## config.mk

```make
export PLATFORM = sky130hd
export DESIGN_NAME = cocktail_shaker_sorter
export DESIGN_NICKNAME = d
export VERILOG_FILES = /design/src/ccs_pkg.sv /design/src/ccs_ram.sv /design/src/cocktail_shaker_sorter.sv
export SDC_FILE = /design/constraint.sdc
export NUM_CORES = 1
export LEC_CHECK = 0
export BUFFER_PORTS_ARGS = -buffer_cell sky130_fd_sc_hd__buf_4
export CORE_UTILIZATION = 65
export DETAILED_ROUTE_END_ITERATION = 12
export HOLD_SLACK_MARGIN = 0.02
export PLACE_DENSITY = 0.8
export SETUP_SLACK_MARGIN = 0.2
export SLEW_MARGIN = 15
export SYNTH_ARGS = -nofsm -noshare
export SYNTH_HDL_FRONTEND = slang
export SYNTH_SLANG_ARGS = --single-unit
```

## constraint.sdc

```tcl
create_clock -name clk -period 10.5 [get_ports clk]
set_input_delay 2.625 -clock clk [delete_from_list [all_inputs] [get_ports clk]]
set_output_delay 2.625 -clock clk [all_outputs]
set_load 0.005 [all_outputs]
```

## src/ccs_pkg.sv

```systemverilog
`timescale 1ns / 1ps

package ccs_pkg;

  localparam int STORE_DEPTH = 16;
  localparam int VALUE_WIDTH = 16;

  // address into the store, and a count that can hold the depth itself
  localparam int IDX_W = $clog2(STORE_DEPTH);
  localparam int CNT_W = $clog2(STORE_DEPTH + 1);

  typedef logic signed [VALUE_WIDTH-1:0] value_t;
  typedef logic [IDX_W-1:0]              idx_t;
  typedef logic [CNT_W-1:0]              cnt_t;

  typedef enum logic [9:0] {
    S_LOAD     = 10'b00_0000_0001,
    S_DN_HEAD  = 10'b00_0000_0010,
    S_DN_PRIME = 10'b00_0000_0100,
    S_DN_STEP  = 10'b00_0000_1000,
    S_DN_TAIL  = 10'b00_0001_0000,
    S_UP_HEAD  = 10'b00_0010_0000,
    S_UP_PRIME = 10'b00_0100_0000,
    S_UP_STEP  = 10'b00_1000_0000,
    S_UP_TAIL  = 10'b01_0000_0000,
    S_OUT      = 10'b10_0000_0000
  } state_t;

endpackage

```

## src/ccs_ram.sv

```systemverilog
`timescale 1ns / 1ps

// simple dual-port RAM, one write and one registered read per cycle
module ccs_ram #(
  parameter int WIDTH = 16,
  parameter int DEPTH = 16
) (
  input  logic                     clk,
  input  logic                     we,
  input  logic [$clog2(DEPTH)-1:0] waddr,
  input  logic [WIDTH-1:0]         wdata,
  input  logic [$clog2(DEPTH)-1:0] raddr,
  output logic [WIDTH-1:0]         rdata
);

  logic [WIDTH-1:0] mem [DEPTH];

  always_ff @(posedge clk) begin
    if (we) begin
      mem[waddr] <= wdata;
    end
    rdata <= mem[raddr];
  end

endmodule

```

## src/cocktail_shaker_sorter.sv

```systemverilog
`timescale 1ns / 1ps

// Cocktail shaker sorter.
// Input: a transfer happens at a clock edge with start high and busy low.
//   Each transfer writes in_sample_value into the next free store entry;
//   when the store (16 entries) is full the value is dropped and the set is
//   marked as overflowed. A transfer with in_final_item high closes the set
//   (its own value is stored first if there is room) and starts the sort;
//   a set of a single value goes straight to output.
// Sort: bidirectional bubble passes over the store RAM. Each pass carries
//   one value in a register, reads one neighbor per cycle and writes the
//   larger/smaller one back, with head, prime and tail steps around the
//   compare-swaps of each pass; the speed of the sort is bounded by the
//   single RAM read port.
// Output: the n sorted values follow on back-to-back cycles, each shown for
//   exactly one cycle with out_valid high; out_end_of_set marks the last one
//   and out_overflow_flag is high on every value of an overflowed set.
//   The receiver cannot stall. busy drops while the last value is on the
//   ports, so a new set may start in that cycle. Loading is one item per
//   cycle.
// Reset (rst_n low, synchronous) empties the set and returns to loading;
//   the store contents are not cleared and are never read before written.
module cocktail_shaker_sorter (
  input  logic                                clk,
  input  logic                                rst_n,
  input  logic                                start,
  output logic                                busy,
  input  logic signed [ccs_pkg::VALUE_WIDTH-1:0] in_sample_value,
  input  logic                                in_final_item,
  output logic                                out_valid,
  output logic signed [ccs_pkg::VALUE_WIDTH-1:0] out_sorted_value,
  output logic                                out_end_of_set,
  output logic                                out_overflow_flag
);

  ccs_pkg::state_t state_r, state_nxt;

  // fill count, pass bounds and scan position
  ccs_pkg::cnt_t fill_r, fill_nxt;
  ccs_pkg::cnt_t lo_r, lo_nxt;
  ccs_pkg::cnt_t hi_r, hi_nxt;
  ccs_pkg::cnt_t scan_r, scan_nxt;
  ccs_pkg::cnt_t scan_inc, scan_dec, scan_dec2, lo_inc, lo_dec, hi_dec;

  logic drop_r, drop_nxt;

  // the value that travels along the current pass
  ccs_pkg::value_t carry_r, carry_nxt;

  logic out_vld_r, out_vld_nxt;
  logic out_end_r, out_end_nxt;
  logic out_ovf_r, out_ovf_nxt;

  // store RAM ports
  logic                                 ram_we;
  ccs_pkg::idx_t                        ram_waddr;
  ccs_pkg::idx_t                        ram_raddr;
  logic [ccs_pkg::VALUE_WIDTH-1:0]      ram_wdata;
  logic [ccs_pkg::VALUE_WIDTH-1:0]      ram_rdata;
  ccs_pkg::value_t                      rd_val;
  logic                                 left_gt;

  ccs_ram #(
    .WIDTH (ccs_pkg::VALUE_WIDTH),
    .DEPTH (ccs_pkg::STORE_DEPTH)
  ) u_store (
    .clk   (clk),
    .we    (ram_we),
    .waddr (ram_waddr),
    .wdata (ram_wdata),
    .raddr (ram_raddr),
    .rdata (ram_rdata)
  );

  assign rd_val    = $signed(ram_rdata);
  assign scan_inc  = scan_r + ccs_pkg::CNT_W'(1);
  assign scan_dec  = scan_r - ccs_pkg::CNT_W'(1);
  assign scan_dec2 = scan_r - ccs_pkg::CNT_W'(2);
  assign lo_inc    = lo_r + ccs_pkg::CNT_W'(1);
  assign lo_dec    = lo_r - ccs_pkg::CNT_W'(1);
  assign hi_dec    = hi_r - ccs_pkg::CNT_W'(1);

  always_comb begin
    state_nxt   = state_r;
    fill_nxt    = fill_r;
    lo_nxt      = lo_r;
    hi_nxt      = hi_r;
    scan_nxt    = scan_r;
    drop_nxt    = drop_r;
    carry_nxt   = carry_r;
    out_vld_nxt = 1'b0;
    out_end_nxt = 1'b0;
    out_ovf_nxt = out_ovf_r;
    ram_we      = 1'b0;
    ram_waddr   = scan_r[ccs_pkg::IDX_W-1:0];
    ram_wdata   = carry_r;
    ram_raddr   = scan_r[ccs_pkg::IDX_W-1:0];
    left_gt     = 1'b0;

    unique case (state_r)
      ccs_pkg::S_LOAD: begin
        if (start) begin
          if (fill_r < ccs_pkg::CNT_W'(ccs_pkg::STORE_DEPTH)) begin
            ram_we    = 1'b1;
            ram_waddr = fill_r[ccs_pkg::IDX_W-1:0];
            ram_wdata = in_sample_value;
            fill_nxt  = fill_r + ccs_pkg::CNT_W'(1);
          end else begin
            drop_nxt = 1'b1;
          end
          if (in_final_item) begin
            lo_nxt   = ccs_pkg::CNT_W'(1);
            hi_nxt   = fill_nxt - ccs_pkg::CNT_W'(1);
            scan_nxt = '0;
            if (fill_nxt > ccs_pkg::CNT_W'(1)) begin
              state_nxt = ccs_pkg::S_DN_HEAD;
            end else begin
              state_nxt = ccs_pkg::S_OUT;
            end
          end
        end
      end

      // downward pass: carry moves toward the low end holding the minimum
      ccs_pkg::S_DN_HEAD: begin
        ram_raddr = hi_r[ccs_pkg::IDX_W-1:0];
        scan_nxt  = hi_r;
        state_nxt = ccs_pkg::S_DN_PRIME;
      end

      ccs_pkg::S_DN_PRIME: begin
        carry_nxt = rd_val;
        ram_raddr = scan_dec[ccs_pkg::IDX_W-1:0];
        state_nxt = ccs_pkg::S_DN_STEP;
      end

      ccs_pkg::S_DN_STEP: begin
        // left is store[scan-1], right is the carry
        left_gt   = rd_val > carry_r;
        ram_we    = 1'b1;
        ram_waddr = scan_r[ccs_pkg::IDX_W-1:0];
        ram_wdata = left_gt ? rd_val : carry_r;
        carry_nxt = left_gt ? carry_r : rd_val;
        if (scan_r == lo_r) begin
          state_nxt = ccs_pkg::S_DN_TAIL;
        end else begin
          scan_nxt  = scan_dec;
          ram_raddr = scan_dec2[ccs_pkg::IDX_W-1:0];
        end
      end

      ccs_pkg::S_DN_TAIL: begin
        ram_we    = 1'b1;
        ram_waddr = lo_dec[ccs_pkg::IDX_W-1:0];
        ram_wdata = carry_r;
        lo_nxt    = lo_inc;
        if (lo_inc <= hi_r) begin
          state_nxt = ccs_pkg::S_UP_HEAD;
        end else begin
          scan_nxt  = '0;
          state_nxt = ccs_pkg::S_OUT;
        end
      end

      // upward pass: carry moves toward the high end holding the maximum
      ccs_pkg::S_UP_HEAD: begin
        ram_raddr = lo_dec[ccs_pkg::IDX_W-1:0];
        scan_nxt  = lo_r;
        state_nxt = ccs_pkg::S_UP_PRIME;
      end

      ccs_pkg::S_UP_PRIME: begin
        carry_nxt = rd_val;
        ram_raddr = scan_r[ccs_pkg::IDX_W-1:0];
        state_nxt = ccs_pkg::S_UP_STEP;
      end

      ccs_pkg::S_UP_STEP: begin
        // left is the carry, right is store[scan]
        left_gt   = carry_r > rd_val;
        ram_we    = 1'b1;
        ram_waddr = scan_dec[ccs_pkg::IDX_W-1:0];
        ram_wdata = left_gt ? rd_val : carry_r;
        carry_nxt = left_gt ? carry_r : rd_val;
        if (scan_r == hi_r) begin
          state_nxt = ccs_pkg::S_UP_TAIL;
        end else begin
          scan_nxt  = scan_inc;
          ram_raddr = scan_inc[ccs_pkg::IDX_W-1:0];
        end
      end

      ccs_pkg::S_UP_TAIL: begin
        ram_we    = 1'b1;
        ram_waddr = hi_r[ccs_pkg::IDX_W-1:0];
        ram_wdata = carry_r;
        hi_nxt    = hi_dec;
        if (lo_r <= hi_dec) begin
          state_nxt = ccs_pkg::S_DN_HEAD;
        end else begin
          scan_nxt  = '0;
          state_nxt = ccs_pkg::S_OUT;
        end
      end

      // stream the store out; read data is registered and shows up in the following cycle
      ccs_pkg::S_OUT: begin
        ram_raddr   = scan_r[ccs_pkg::IDX_W-1:0];
        out_vld_nxt = 1'b1;
        out_end_nxt = (scan_inc == fill_r);
        out_ovf_nxt = drop_r;
        if (scan_inc == fill_r) begin
          fill_nxt  = '0;
          drop_nxt  = 1'b0;
          scan_nxt  = '0;
          state_nxt = ccs_pkg::S_LOAD;
        end else begin
          scan_nxt = scan_inc;
        end
      end

      default: begin
        state_nxt = ccs_pkg::S_LOAD;
      end
    endcase
  end

  always_ff @(posedge clk) begin
    if (!rst_n) begin
      state_r   <= ccs_pkg::S_LOAD;
      fill_r    <= '0;
      lo_r      <= '0;
      hi_r      <= '0;
      scan_r    <= '0;
      drop_r    <= 1'b0;
      out_vld_r <= 1'b0;
      out_end_r <= 1'b0;
    end else begin
      state_r   <= state_nxt;
      fill_r    <= fill_nxt;
      lo_r      <= lo_nxt;
      hi_r      <= hi_nxt;
      scan_r    <= scan_nxt;
      drop_r    <= drop_nxt;
      out_vld_r <= out_vld_nxt;
      out_end_r <= out_end_nxt;
    end
  end

  always_ff @(posedge clk) begin
    carry_r   <= carry_nxt;
    out_ovf_r <= out_ovf_nxt;
  end

  assign busy              = (state_r != ccs_pkg::S_LOAD);
  assign out_valid         = out_vld_r;
  assign out_sorted_value  = rd_val;
  assign out_end_of_set    = out_end_r;
  assign out_overflow_flag = out_ovf_r;

endmodule

```

== Yosys cells after proc, flatten, opt, wreduce, memory -nomap -nowiden ==
Memory sizes are Yosys's and may differ from the RTL's. A register that Yosys moved wholly into a read port is not among the register bits.
Cells that the tools add are included.

* Register bits after elaboration: 50
* RAM bits: 256
* Input port bits: 20
* Logic and storage cells: 119
* Memories kept: 1

* Add/subtract/negate cells: 8
* Magnitude comparators: 6
* Equal/unequal tests: 26
* Multiplexer cells: 53
* Reduce and logical (&&, ||, !) cells: 15

{| class="wikitable"
|+ Memories
! memory !! words !! bits a word !! rd ports !! clocked after memory_dff !! wr ports !! RTL line !! RTL
|-
| u_store.mem || 16 || 16 || 1 || 1 || 1 || ccs_ram.sv:16 || <nowiki>logic [WIDTH-1:0] mem [DEPTH];</nowiki>
|}

{| class="wikitable"
|+ Operators by type and width
! cell !! number
|-
| one-hot mux 10 bit (10 select lines) || 1
|-
| two-way mux 16 bit || 6
|-
| one-hot mux 16 bit (3 select lines) || 2
|-
| two-way mux 10 bit || 8
|-
| two-way mux 5 bit || 16
|-
| one-hot mux 5 bit (8 select lines) || 1
|-
| greater-than comparator 16 bit || 2
|-
| one-hot mux 5 bit (2 select lines) || 3
|-
| != test 2 bit (second input constant) || 12
|-
| one-hot mux 4 bit (5 select lines) || 1
|-
| two-way mux 4 bit || 4
|-
| one-hot mux 4 bit (4 select lines) || 1
|-
| adder 5 x 1 -> 5 bit (second input constant) || 3
|-
| equality test 5 bit || 3
|-
| subtractor 5 x 1 -> 5 bit (second input constant) || 3
|-
| AND reduction 3 bit || 4
|-
| equality test 10 x 1 -> 1 bit (second input constant) || 1
|-
| equality test 10 bit (second input constant) || 1
|-
| equality test 10 x 2 -> 1 bit (second input constant) || 1
|-
| equality test 10 x 3 -> 1 bit (second input constant) || 1
|-
| equality test 10 x 4 -> 1 bit (second input constant) || 1
|-
| equality test 10 x 5 -> 1 bit (second input constant) || 1
|-
| equality test 10 x 6 -> 1 bit (second input constant) || 1
|-
| equality test 10 x 7 -> 1 bit (second input constant) || 1
|-
| other kinds (19) || 30
|}

== Logic depth before layout (Yosys ltp) ==
Gate-level depths: netlist (run 1).

* Depth after elaboration: 9
* Mapped depth: 14
* Mapped depth without buffers: 12

== Cells and area by module ==
From an unflattened synthesis (run 1), not the netlist that was laid out.

* Cell total of the unflattened synthesis: 1148
* Area, all modules: 15424.8 sq um

{| class="wikitable"
|+ By module, submodules not included
! module !! instances !! cells each !! area an instance (sq um)
|-
| ccs_ram || 1 || 432 || 10042.1
|-
| cocktail_shaker_sorter || 1 || 716 || 5382.7
|}

== Least setup slack after synthesis (run 1) ==
Ideal clock, no wire load.

* Path type: input to register
* Start point: input start
* End point: memory u_store.mem[6][0] (enable)
* Setup time: 0.388 ns
* Arrival: 4.614 ns
* Data required time: 10.112 ns
* Path slack: 5.498 ns
* Stages on the path: 6
* Path buffers: 0
* Path through: nor2b_1 -> and2_0 -> a221o_1 -> a21oi_1 -> or3b_1 -> nor2_1

* Longest elaborated chain between the ends: 4
* Elaborated cells between the ends (all ways): 6

{| class="wikitable"
|+ Ends and longest elaborated chain
! what !! RTL line !! RTL
|-
| start, declared || cocktail_shaker_sorter.sv:26 || <nowiki>input logic start,</nowiki>
|-
| two-way mux 1 bit || cocktail_shaker_sorter.sv:102 || <nowiki>if (start) begin</nowiki>
|-
| one-hot mux 1 bit (2 select lines) || cocktail_shaker_sorter.sv:100 || <nowiki>unique case (state_r)</nowiki>
|-
| two-way mux 1 bit || ccs_ram.sv:19 || <nowiki>if (we) begin</nowiki>
|-
| two-way mux 1 bit (implied by the code) || ccs_ram.sv:20 || <nowiki>mem[waddr] <= wdata;</nowiki>
|-
| end, declared || ccs_ram.sv:16 ||
|}

Parallel ways exist; a longest one is shown, timed or not.

== Worst setup path in the final report (run 1) ==
* Start point: input start
* End point: memory u_store.mem[4][12] (enable)

The elaborated chain is that of the path after synthesis.

==> reports/results.txt, run 1 <==
Number of failing hold endpoints at the final stage - 0
Mean instance size in the synthesized netlist - 12.33 µm²
Setup violation total in the final timing report - 0
Inst Count DP - 1458
Leakage power summed over all cells - 5.968 nW
Highest-count cells in the layout ignoring fill and taps - edfxtp_1 (273), nand2_1 (130), a21oi_1 (97), mux2i_1 (66), nor2_1 (62)
Termination of the worst setup path - u_store.mem[4][12]
Detailed-routing iteration count for the pre-antenna-repair pass - 5
Top achievable clock speed - 197.8 MHz
Register share of total power - 0.483
Fillcell total - 1412
Site row count - 54
Hold crit path type - reg2reg
Fin Clk Skew - 0.01450 ns
Unrepaired setup endpoints after global routing - false
Number of clock buffers inserted by TritonCTS - 31
Maximum vdd drop - 0.0001433 V
Total DRC errors in the routed layout - 0
Critical Path Fanout Max - 23
Max-cap check violation count - 0
Total of warnings raised by yosys - 0
Pin count of the biggest net entering global routing - 97
TritonCTS clock tree - built
Period utilisation layout - 0.4815
Die outline height - 153.2 µm
Startpoint class of the critical path - input port
Setup slack of the worst register-to-register path - 5.63 ns
Sequential fraction of the synthesis area - 0.6173
Combinational fraction of design power - 0.222
Source of the worst register-to-register timing path - state_r[2]
Global Route Usage Sum - 0.2902
Most used flip-flop cell after synthesis - edfxtp_1
Worst Slack Setup Final - 5.444 ns
Final cell count without fillers - 1516
Number of clock sinks - 322
Number of slew-limit violations in the final report - 0
Core box area - 0.02209 mm²
Routed wire length per instance - 22.13 µm
Floorplan die area - 0.02348 mm²
Most frequent standard cell in the layout excluding fill and tap cells - edfxtp_1
Max_slew headroom - 0.2338
Global placer's final weighted congestion - 0.9487
Post-DR vias/cell - 6.647
Sort of element at the end of the critical path - flip-flop
Switching power total - 1.032 mW
Share of final-layout standard cells stronger than drive strength 1 - 0.1149
Number of global-route vias before repair - 9398
Number of cells upsized or downsized after cts - 0
Antenna violations before repair - 0
Crit Path Class - in2reg
Root buf cell - clkbuf_16
# hold bufs at CTS - 0
Clock edge transition at the registers on the reported setup and hold paths - 0.06 ns
Clock share of power - 0.295
Length in cells of the worst reg-to-reg path - 11
Width of the die - 153.2 µm
Post-DRT Antenna Nets - 0
Sum Neg Setup Slack - 0 ns
Wire length of the first global-routing pass - 52790 µm
Pre-CTS WS - 4.886 ns
Total number of nets in the final design - 1268
Tmin final - 5.056 ns
Run status - finished, final reports clean
Synthesis-stage register bit count - 322
# IOs - 40
First element of the critical path - start
Level count of the clock H-tree - 1
Critical register-to-register path endpoint - u_store.rdata[5]
Post-CTS Setup Inserts - 0
Clock latency of the later-clocked register in the worst-skew pair - 0.55 ns
CP Data Arrival Time - 5.22 ns
Synth-to-Final Area Change - 9.223%
Internal power - 2.489 mW
Distinct cells, synth - 69
Worst-Margin Slew - 1.149 ns
Count of flip-flops with a built-in enable after synthesis - 273
Initial Utilization - 0.6730
Cell count after synthesis - 1206
Number of buffers on the longest clock path - 3
Total via count in the routed design - 10080
Async set or reset register ratio after synthesis - 0
Required time of the worst setup path - 10.67 ns
Post-Synthesis Net Count - 1263
Hpwl dp - 21650 µm
Power density over the cells - 216.8 mW/mm²
Total inserted antenna cells - 0
Share of the core filled with cells in the final layout - 0.7351
Sum of overflow across all layers after global routing - 0
Wire length after detailed routing - 33540 µm
First-iteration detailed-routing DRC count - 1032
Switching power share of the total - 0.2931
Port buffer count - 39
Cell Area, Synth - 0.01487 mm²
[state kept, by name (all words and copies together), names as in the netlist]
name and flops:
carry_r 16, drop_r 1, fill_r 5, hi_r 5, lo_r 5, out_end_of_set 1, out_overflow_flag 1, out_valid 1
scan_r 5, state_r 10, u_store.mem 256, u_store.rdata 16
[critical path, cell delays in order]
cell and delay (ns):
buf_4 0.13, nor2b_1 0.14, and2_0 0.16, buf_4 0.21, a221o_1 0.36, a21oi_1 0.23
or3b_1 0.53, nor2_2 0.82
[power groups by stage]
| stage | registers [mW] | clock network, mW | logic, mW |
|---|---|---|---|
| finish | 1.70 | 1.04 | 0.782 |
| CTS | 1.70 | 1.05 | 0.772 |
| floorplan | 1.69 | 0 | 0.526 |
| detailed placement | 1.72 | 0 | 0.764 |
| global placement | 1.72 | 0 | 0.734 |
| global route | 1.71 | 1.10 | 0.871 |
[cell usage after synthesis, types with 6 or more instances]
cell | instances | area share
nand4_1 | 9 | 0.0038
nand3_1 | 16 | 0.0054
o22ai_1 | 6 | 0.0025
clkbuf_1 | 47 | 0.012
buf_2 | 14 | 0.0047
nand2_1 | 131 | 0.033
o21a_1 | 8 | 0.0040
o21ai_0 | 18 | 0.0061
buf_4 | 9 | 0.0045
edfxtp_1 | 273 | 0.55
xor2_1 | 14 | 0.0082
a22oi_1 | 23 | 0.012
a221o_1 | 18 | 0.012
a221oi_1 | 56 | 0.033
a21oi_1 | 97 | 0.033
mux2i_1 | 66 | 0.044
nor2_1 | 78 | 0.020
xnor2_1 | 26 | 0.015
dfxtp_1 | 49 | 0.066
nor2b_1 | 9 | 0.0038
nand4b_1 | 6 | 0.0035
nor3_1 | 42 | 0.014
inv_1 | 38 | 0.0096
ha_1 | 37 | 0.031
a221oi_2 | 10 | 0.010
[area by class of cell]
| cell class | instances | area, µm² | area share |
|---|---|---|---|
| well taps | 280 | 350.3 | 0.02157 |
| clock buffers | 41 | 813.3 | 0.05008 |
| inverters | 39 | 146.4 | 0.009014 |
| repair buffers | 52 | 390.4 | 0.02404 |
| multi-input cells | 765 | 5225 | 0.3217 |
| clock inverters | 17 | 136.4 | 0.008398 |
| flip-flops and latches | 322 | 9179 | 0.5652 |
[worst min-delay path by stage]
stage	startpoint	endpoint	slack [ns]	cells past startpoint
after global placement	drop_r	out_overflow_flag	0.41	0
after detailed placement	drop_r	out_overflow_flag	0.44	0
after global routing	drop_r	out_overflow_flag	0.46	0
final	drop_r	out_overflow_flag	0.46	0
after floorplan	drop_r	out_overflow_flag	0.41	0
after CTS	drop_r	out_overflow_flag	0.45	0
[cell families after synthesis]
logic type      count (synthesis)  synth area share
fa+ha+maj                      37           0.03113
xor+xnor                       40           0.02356
buf+inv                       119           0.03601
simple gates                  345            0.1120
mux                            67           0.04519
compound gates                276            0.1348
flops                         322            0.6173
[layer usage]
| metal | track usage | vias to the layer above | routed length, µm |
|---|---|---|---|
| li1 | - | 4618 | - |
| met1 | 0.4506 | 4847 | 14610 |
| met2 | 0.4262 | 543 | 14750 |
| met3 | 0.04395 | 69 | 3445 |
| met4 | 0.08033 | 0 | 741 |
| met5 | 0 | - | 0 |
[stage by stage]
step | total power, mW | hold slack (ns) | area [µm²]
6_report | 3.521 | 0.4590 | 16240
5_1_grt | 3.678 | 0.4642 | 16240
4_1_cts | 3.517 | 0.4507 | 16230
3_5_place_dp | 2.487 | 0.4363 | 15280
3_3_place_gp | 2.450 | 0.4147 | 15280
2_1_floorplan | 2.212 | 0.4086 | 14870
Note: power is estimated with default switching activity, not from simulation.
==> inputs of run 2 (changes only) <==
--- a/config.mk
+++ b/config.mk
@@ -6,10 +6,10 @@
 export NUM_CORES = 1
 export LEC_CHECK = 0
 export BUFFER_PORTS_ARGS = -buffer_cell sky130_fd_sc_hd__buf_4
-export CORE_UTILIZATION = 65
+export CORE_UTILIZATION = 62
 export DETAILED_ROUTE_END_ITERATION = 12
 export HOLD_SLACK_MARGIN = 0.02
-export PLACE_DENSITY = 0.8
+export PLACE_DENSITY = 0.76
 export SETUP_SLACK_MARGIN = 0.2
 export SLEW_MARGIN = 15
 export SYNTH_ARGS = -nofsm -noshare
==> constraint.sdc (replaced) <==
create_clock -name clk -period 5.2 [get_ports clk]
set_input_delay 1.3 -clock clk [delete_from_list [all_inputs] [get_ports clk]]
set_output_delay 1.3 -clock clk [all_outputs]
set_load 0.005 [all_outputs]
==> run 2 against run 1 <==
Net effect: wire length grew 9.1%; hold slack lost 0.0012 ns; die area grew 4.8%; global-route usage grew 1.4 points; non-clock buffer count grew 19; sequential power grew 100%; highest routed layer unchanged; combinational power grew 100%; design area grew 3.1%; critical path depth grew 1; critical path type is now reg2reg; final cell count grew 4.1%.
==> reports/results.txt, run 2 (same netlist as run 1, synthesis figures left out) <==
Leading registers by flop count - u_store.mem (256), carry_r (16), u_store.rdata (16)
First element of the critical path - state_r[2]
Routed wire length per instance - 23.19 µm
Share of final-layout standard cells stronger than drive strength 1 - 0.1382
Antenna violations before repair - 0
Number of cells upsized or downsized after cts - 0
Worst-Margin Slew - 1.037 ns
Post-CTS Setup Inserts - 0
Initial Utilization - 0.6335
CP Data Arrival Time - 4.20 ns
Wire length of the first global-routing pass - 55660 µm
Flip-flop count of the largest register after layout - 256
Cell area after layout - 0.01674 mm²
Die outline height - 156.9 µm
Clock latency of the later-clocked register in the worst-skew pair - 0.52 ns
Family with the most delay on the worst path - simple AND/OR/NAND/NOR gates
Core box area - 0.02347 mm²
Number of buffers on the longest clock path - 3
Post-DRT Antenna Nets - 0
Fillcell total - 1573
Max_slew headroom - 0.3085
Critical Path Fanout Max - 10
Hold crit path type - reg2reg
Crit Path Class - reg2reg
Tmin final - 3.984 ns
Top achievable clock speed - 251.0 MHz
Number of failing hold endpoints at the final stage - 0
Critical hold path startpoint - drop_r
Sort of element at the end of the critical path - flip-flop
Hpwl dp - 23440 µm
Root buf cell - clkbuf_16
Source of the worst register-to-register timing path - state_r[2]
Post-DR vias/cell - 6.512
Placed cell area - 0.01550 mm²
Max-cap check violation count - 0
Run status - finished, final reports clean
Most frequent standard cell in the layout excluding fill and tap cells - edfxtp_1
Detailed-routing iteration count for the pre-antenna-repair pass - 5
Pin count of the biggest net entering global routing - 129
Port buffer count - 39
Setup violation total in the final timing report - 0
Total DRC errors in the routed layout - 0
# IOs - 40
First-iteration detailed-routing DRC count - 1255
Floorplan die area - 0.02461 mm²
Cell with the largest stage delay on the worst path - or3b_2
Number of clock sinks - 322
Number of slew-limit violations in the final report - 0
Width of the die - 156.9 µm
Site row count - 56
Number of clock buffers inserted by TritonCTS - 34
Global placer's final weighted congestion - 0.9894
Series of cell instances along the critical path - nor4_4, nand3_1, or3b_2, nand2_1, o22ai_1, a21oi_1, or3b_1, nor2_2, buf_4
Global Route Usage Sum - 0.3047
Sum Neg Setup Slack - 0 ns
Synth-to-Final Area Change - 12.61%
Unrepaired setup endpoints after global routing - false
Top register by number of flip-flops - u_store.mem
Leakage power summed over all cells - 6.222 nW
Maximum vdd drop - 0.0003867 V
Total inserted antenna cells - 0
Highest-count cells in the layout ignoring fill and taps - edfxtp_1 (273), nand2_1 (130), a21oi_1 (97), buf_4 (69), mux2i_1 (66)
TritonCTS clock tree - built
Bufs and invs on worst path - 1
Fin Clk Skew - 0.01708 ns
Period utilisation layout - 0.7661
Level count of the clock H-tree - 2
# hold bufs at CTS - 0
Total number of nets in the final design - 1290
Power density over the cells - 460.1 mW/mm²
Number of global-route vias before repair - 9872
Startpoint class of the critical path - flip-flop
Sum of overflow across all layers after global routing - 0
Clock edge transition at the registers on the reported setup and hold paths - 0.06 ns
Wire length after detailed routing - 36600 µm
Required time of the worst setup path - 5.42 ns
Total via count in the routed design - 10280
Max incr delay on CP - 0.62 ns
==> run 2: cell types whose count changed in the layout (fill, tap and decap cells not counted), moves of 3 or more <==
cell       delta
buf_4        +17
clkinv_1      -5
bufinv_16     +5
clkbuf_16     +3
clkbuf_1      -5
clkbuf_8      +4
==> run 2: layout make-up <==
cell class,count,area [µm²],area share
Sequential cell,322,9179,0.5482
Multi-Input combinational cell,765,5219,0.3117
Clock buffer,43,924.6,0.05522
Timing Repair Buffer,71,558.0,0.03333
Tap cell,319,399.1,0.02384
Clock inverter,19,317.8,0.01898
Inverter,39,146.4,0.008743
==> run 2: layer usage <==
metal,up-vias,track usage,share of wire
met3,70,0.04874,0.097
met1,5012,0.4382,0.42
met2,533,0.4751,0.46
li1,4661,-,-
met5,-,0,0
met4,0,0.09757,0.024
==> run 2: path summary, 6_finish.rpt <==
| check | end | slack [ns] | cells after the start |
|---|---|---|---|
| max | u_store.mem[6][2] | 1.22 | 9 |
| min reg2reg | out_overflow_flag | 0.46 | 0 |
| max reg2reg | u_store.mem[6][2] | 1.22 | 9 |
| min | out_overflow_flag | 0.46 | 0 |
==> run 2: where the power goes <==
group          internal [mW]  leakage, nW  switching (mW)
clock network           1.63        0.606            1.01
logic                  0.575         2.74            1.01
registers               3.26         2.87           0.221
total                   5.47         6.22            2.24
==> run 2: metrics by stage <==
step	utilization	hold slack (ns)	setup slack (ns)	power (mW)	cells
floorplan	-	0.4086	1.523	4.467	1206
global placement	0.6604	0.4324	1.163	5.036	1516
detailed placement	0.6604	0.4360	1.154	5.078	1516
CTS	0.7133	0.4604	1.229	7.694	1578
global route	0.7133	0.4755	0.9619	7.965	1578
finish	0.7133	0.4577	1.216	7.703	1578
==> inputs of run 3 (changes only) <==
--- a/config.mk
+++ b/config.mk
@@ -6,10 +6,10 @@
 export NUM_CORES = 1
 export LEC_CHECK = 0
 export BUFFER_PORTS_ARGS = -buffer_cell sky130_fd_sc_hd__buf_4
-export CORE_UTILIZATION = 62
+export CORE_UTILIZATION = 56
 export DETAILED_ROUTE_END_ITERATION = 12
 export HOLD_SLACK_MARGIN = 0.02
-export PLACE_DENSITY = 0.76
+export PLACE_DENSITY = 0.73
 export SETUP_SLACK_MARGIN = 0.2
 export SLEW_MARGIN = 15
 export SYNTH_ARGS = -nofsm -noshare
==> constraint.sdc (replaced) <==
create_clock -name clk -period 3.2 [get_ports clk]
set_input_delay 0.8 -clock clk [delete_from_list [all_inputs] [get_ports clk]]
set_output_delay 0.8 -clock clk [all_outputs]
set_load 0.005 [all_outputs]
==> run 3 against run 2 <==
Net effect: global-route usage hardly changed; total power is 73% higher; wire length is 25% higher; maximum frequency is 28% higher; critical path depth is 4 higher; via count is 13% higher; worst setup slack worse by 1.1 ns; die area is 11% higher; core utilization is 3.0 points higher; clock skew is 0.0022 ns lower; flip-flop and latch count stayed put; critical path type unchanged; largest power group unchanged.
==> reports/results.txt, run 3 (same netlist as run 1, synthesis figures left out) <==
Run status - finished, final reports clean
Fin Clk Skew - 0.01487 ns
Top register by number of flip-flops - u_store.mem
Width of the die - 165.0 µm
Most repeated library cell on the critical path - buf_6
Bufs and invs on worst path - 4
Placed cell area - 0.01673 mm²
Fillcell total - 1543
Share of final-layout standard cells stronger than drive strength 1 - 0.3213
Floorplan die area - 0.02721 mm²
Highest-count cells in the layout ignoring fill and taps - edfxtp_1 (273), buf_4 (161), nand2_1 (128), a21oi_1 (85), nor2_1 (58)
Period utilisation layout - 0.9764
Cell area after layout - 0.01938 mm²
Top achievable clock speed - 320.1 MHz
Most frequent standard cell in the layout excluding fill and tap cells - edfxtp_1
Total number of nets in the final design - 1446
Switching power share of the total - 0.3051
Worst-Margin Slew - 0.8677 ns
Final cell count without fillers - 1751
Sort of element at the end of the critical path - flip-flop
Number of global-route vias before repair - 10390
# IOs - 40
Cell with the largest stage delay on the worst path - a222oi_1
Unrepaired setup endpoints after global routing - true
First-iteration detailed-routing DRC count - 1757
Max-cap check violation count - 0
Synth-to-Final Area Change - 30.33%
Clock latency of the later-clocked register in the worst-skew pair - 0.52 ns
Clock share of power - 0.311
Max_slew headroom - 0.4209
CP Data Arrival Time - 3.53 ns
Crit Path Class - reg2reg
Root buf cell - clkbuf_16
Share of the core filled with cells in the final layout - 0.7437
Routed wire length per instance - 26.11 µm
Pin count of the biggest net entering global routing - 51
TritonCTS clock tree - built
Number of clock sinks - 322
Internal power - 9.268 mW
Critical Path Fanout Max - 7
Number of clock buffers inserted by TritonCTS - 35
Post-DRT Antenna Nets - 0
Max incr delay on CP - 0.38 ns
Worst Hold Slack - 0.4437 ns
Series of cell instances along the critical path - nor4_4, buf_4, buf_6, and3_4, nor3_4, a222oi_1, and2_4, buf_6, clkbuf_16, mux2i_1, a221oi_2, nor3_2, nor2_2
Inst Count DP - 1634
Sum of overflow across all layers after global routing - 0
Clock edge transition at the registers on the reported setup and hold paths - 0.07 ns
Wire length after detailed routing - 45710 µm
Detailed-routing iteration count for the pre-antenna-repair pass - 8
Combinational fraction of design power - 0.276
Sum Neg Setup Slack - 0 ns
Antenna violations before repair - 0
Maximum vdd drop - 0.0005985 V
Die outline height - 165.0 µm
Total inserted antenna cells - 0
Startpoint class of the critical path - flip-flop
Leakage power summed over all cells - 7.275 nW
Hold crit path type - reg2reg
Wire length of the first global-routing pass - 61010 µm
Worst Slack Setup Final - 0.07568 ns
Register share of total power - 0.413
Hpwl dp - 25970 µm
Number of slew-limit violations in the final report - 0
Global placer's final weighted congestion - 0.9454
Pre-CTS WS - 0.04151 ns
Site row count - 59
Leading registers by flop count - u_store.mem (256), carry_r (16), u_store.rdata (16)
Required time of the worst setup path - 3.61 ns
Port buffer count - 39
Number of buffers on the longest clock path - 3
Number of failing hold endpoints at the final stage - 0
Setup violation total in the final timing report - 0
Initial Utilization - 0.5706
Tmin final - 3.124 ns
Level count of the clock H-tree - 2
Total DRC errors in the routed layout - 0
Post-DR vias/cell - 6.604
Flip-flop count of the largest register after layout - 256
Family with the most delay on the worst path - simple AND/OR/NAND/NOR gates
PnR Total Power - 13.34 mW
Switching power total - 4.070 mW
Total via count in the routed design - 11560
Power density over the cells - 688.3 mW/mm²
Global Route Usage Sum - 0.3042
Core box area - 0.02606 mm²
-- run 3: power by group through the flow --
stage | combinational, mW | sequential, mW | clock [mW]
after global placement | 3.13 | 5.56 | 0
final | 3.68 | 5.51 | 4.15
after CTS | 3.30 | 5.48 | 4.15
after floorplan | 1.79 | 5.53 | 0
after detailed placement | 3.20 | 5.57 | 0
after global routing | 3.90 | 5.52 | 4.32
-- run 3: final cells by class --
type	count	area, µm²	area share
flip-flops and latches	322	9188	0.4741
multi-input cells	765	6040	0.3117
repair buffers	226	2411	0.1244
clock buffers	42	943.4	0.04868
well taps	335	419.2	0.02163
clock inverters	22	231.5	0.01194
inverters	39	146.4	0.007554
-- run 3: final timing paths --
check / startpoint / end / slack [ns] / depth (start not counted)
setup / recovery: state_r[7] / u_store.rdata[0] / 0.08 / 13
hold / removal: drop_r / out_overflow_flag / 0.44 / 0
setup reg to reg: state_r[7] / u_store.rdata[0] / 0.08 / 13
hold reg to reg: drop_r / out_overflow_flag / 0.44 / 0
-- run 3: repair_timing --
action                     4_1_cts  5_1_grt
gates resized for setup         25      139
gates cloned                     1       14
hold buffers                     0        0
pin swaps                        7       65
setup endpoints to repair      480      513
setup buffers                    3       35
-- run 3: routing by layer --
layer,vias up,global-route usage,share of wire
met5,-,0,0
met4,0,0.09591,0.038
met3,131,0.05977,0.11
met2,857,0.4597,0.45
met1,5595,0.4424,0.40
li1,4981,-,-
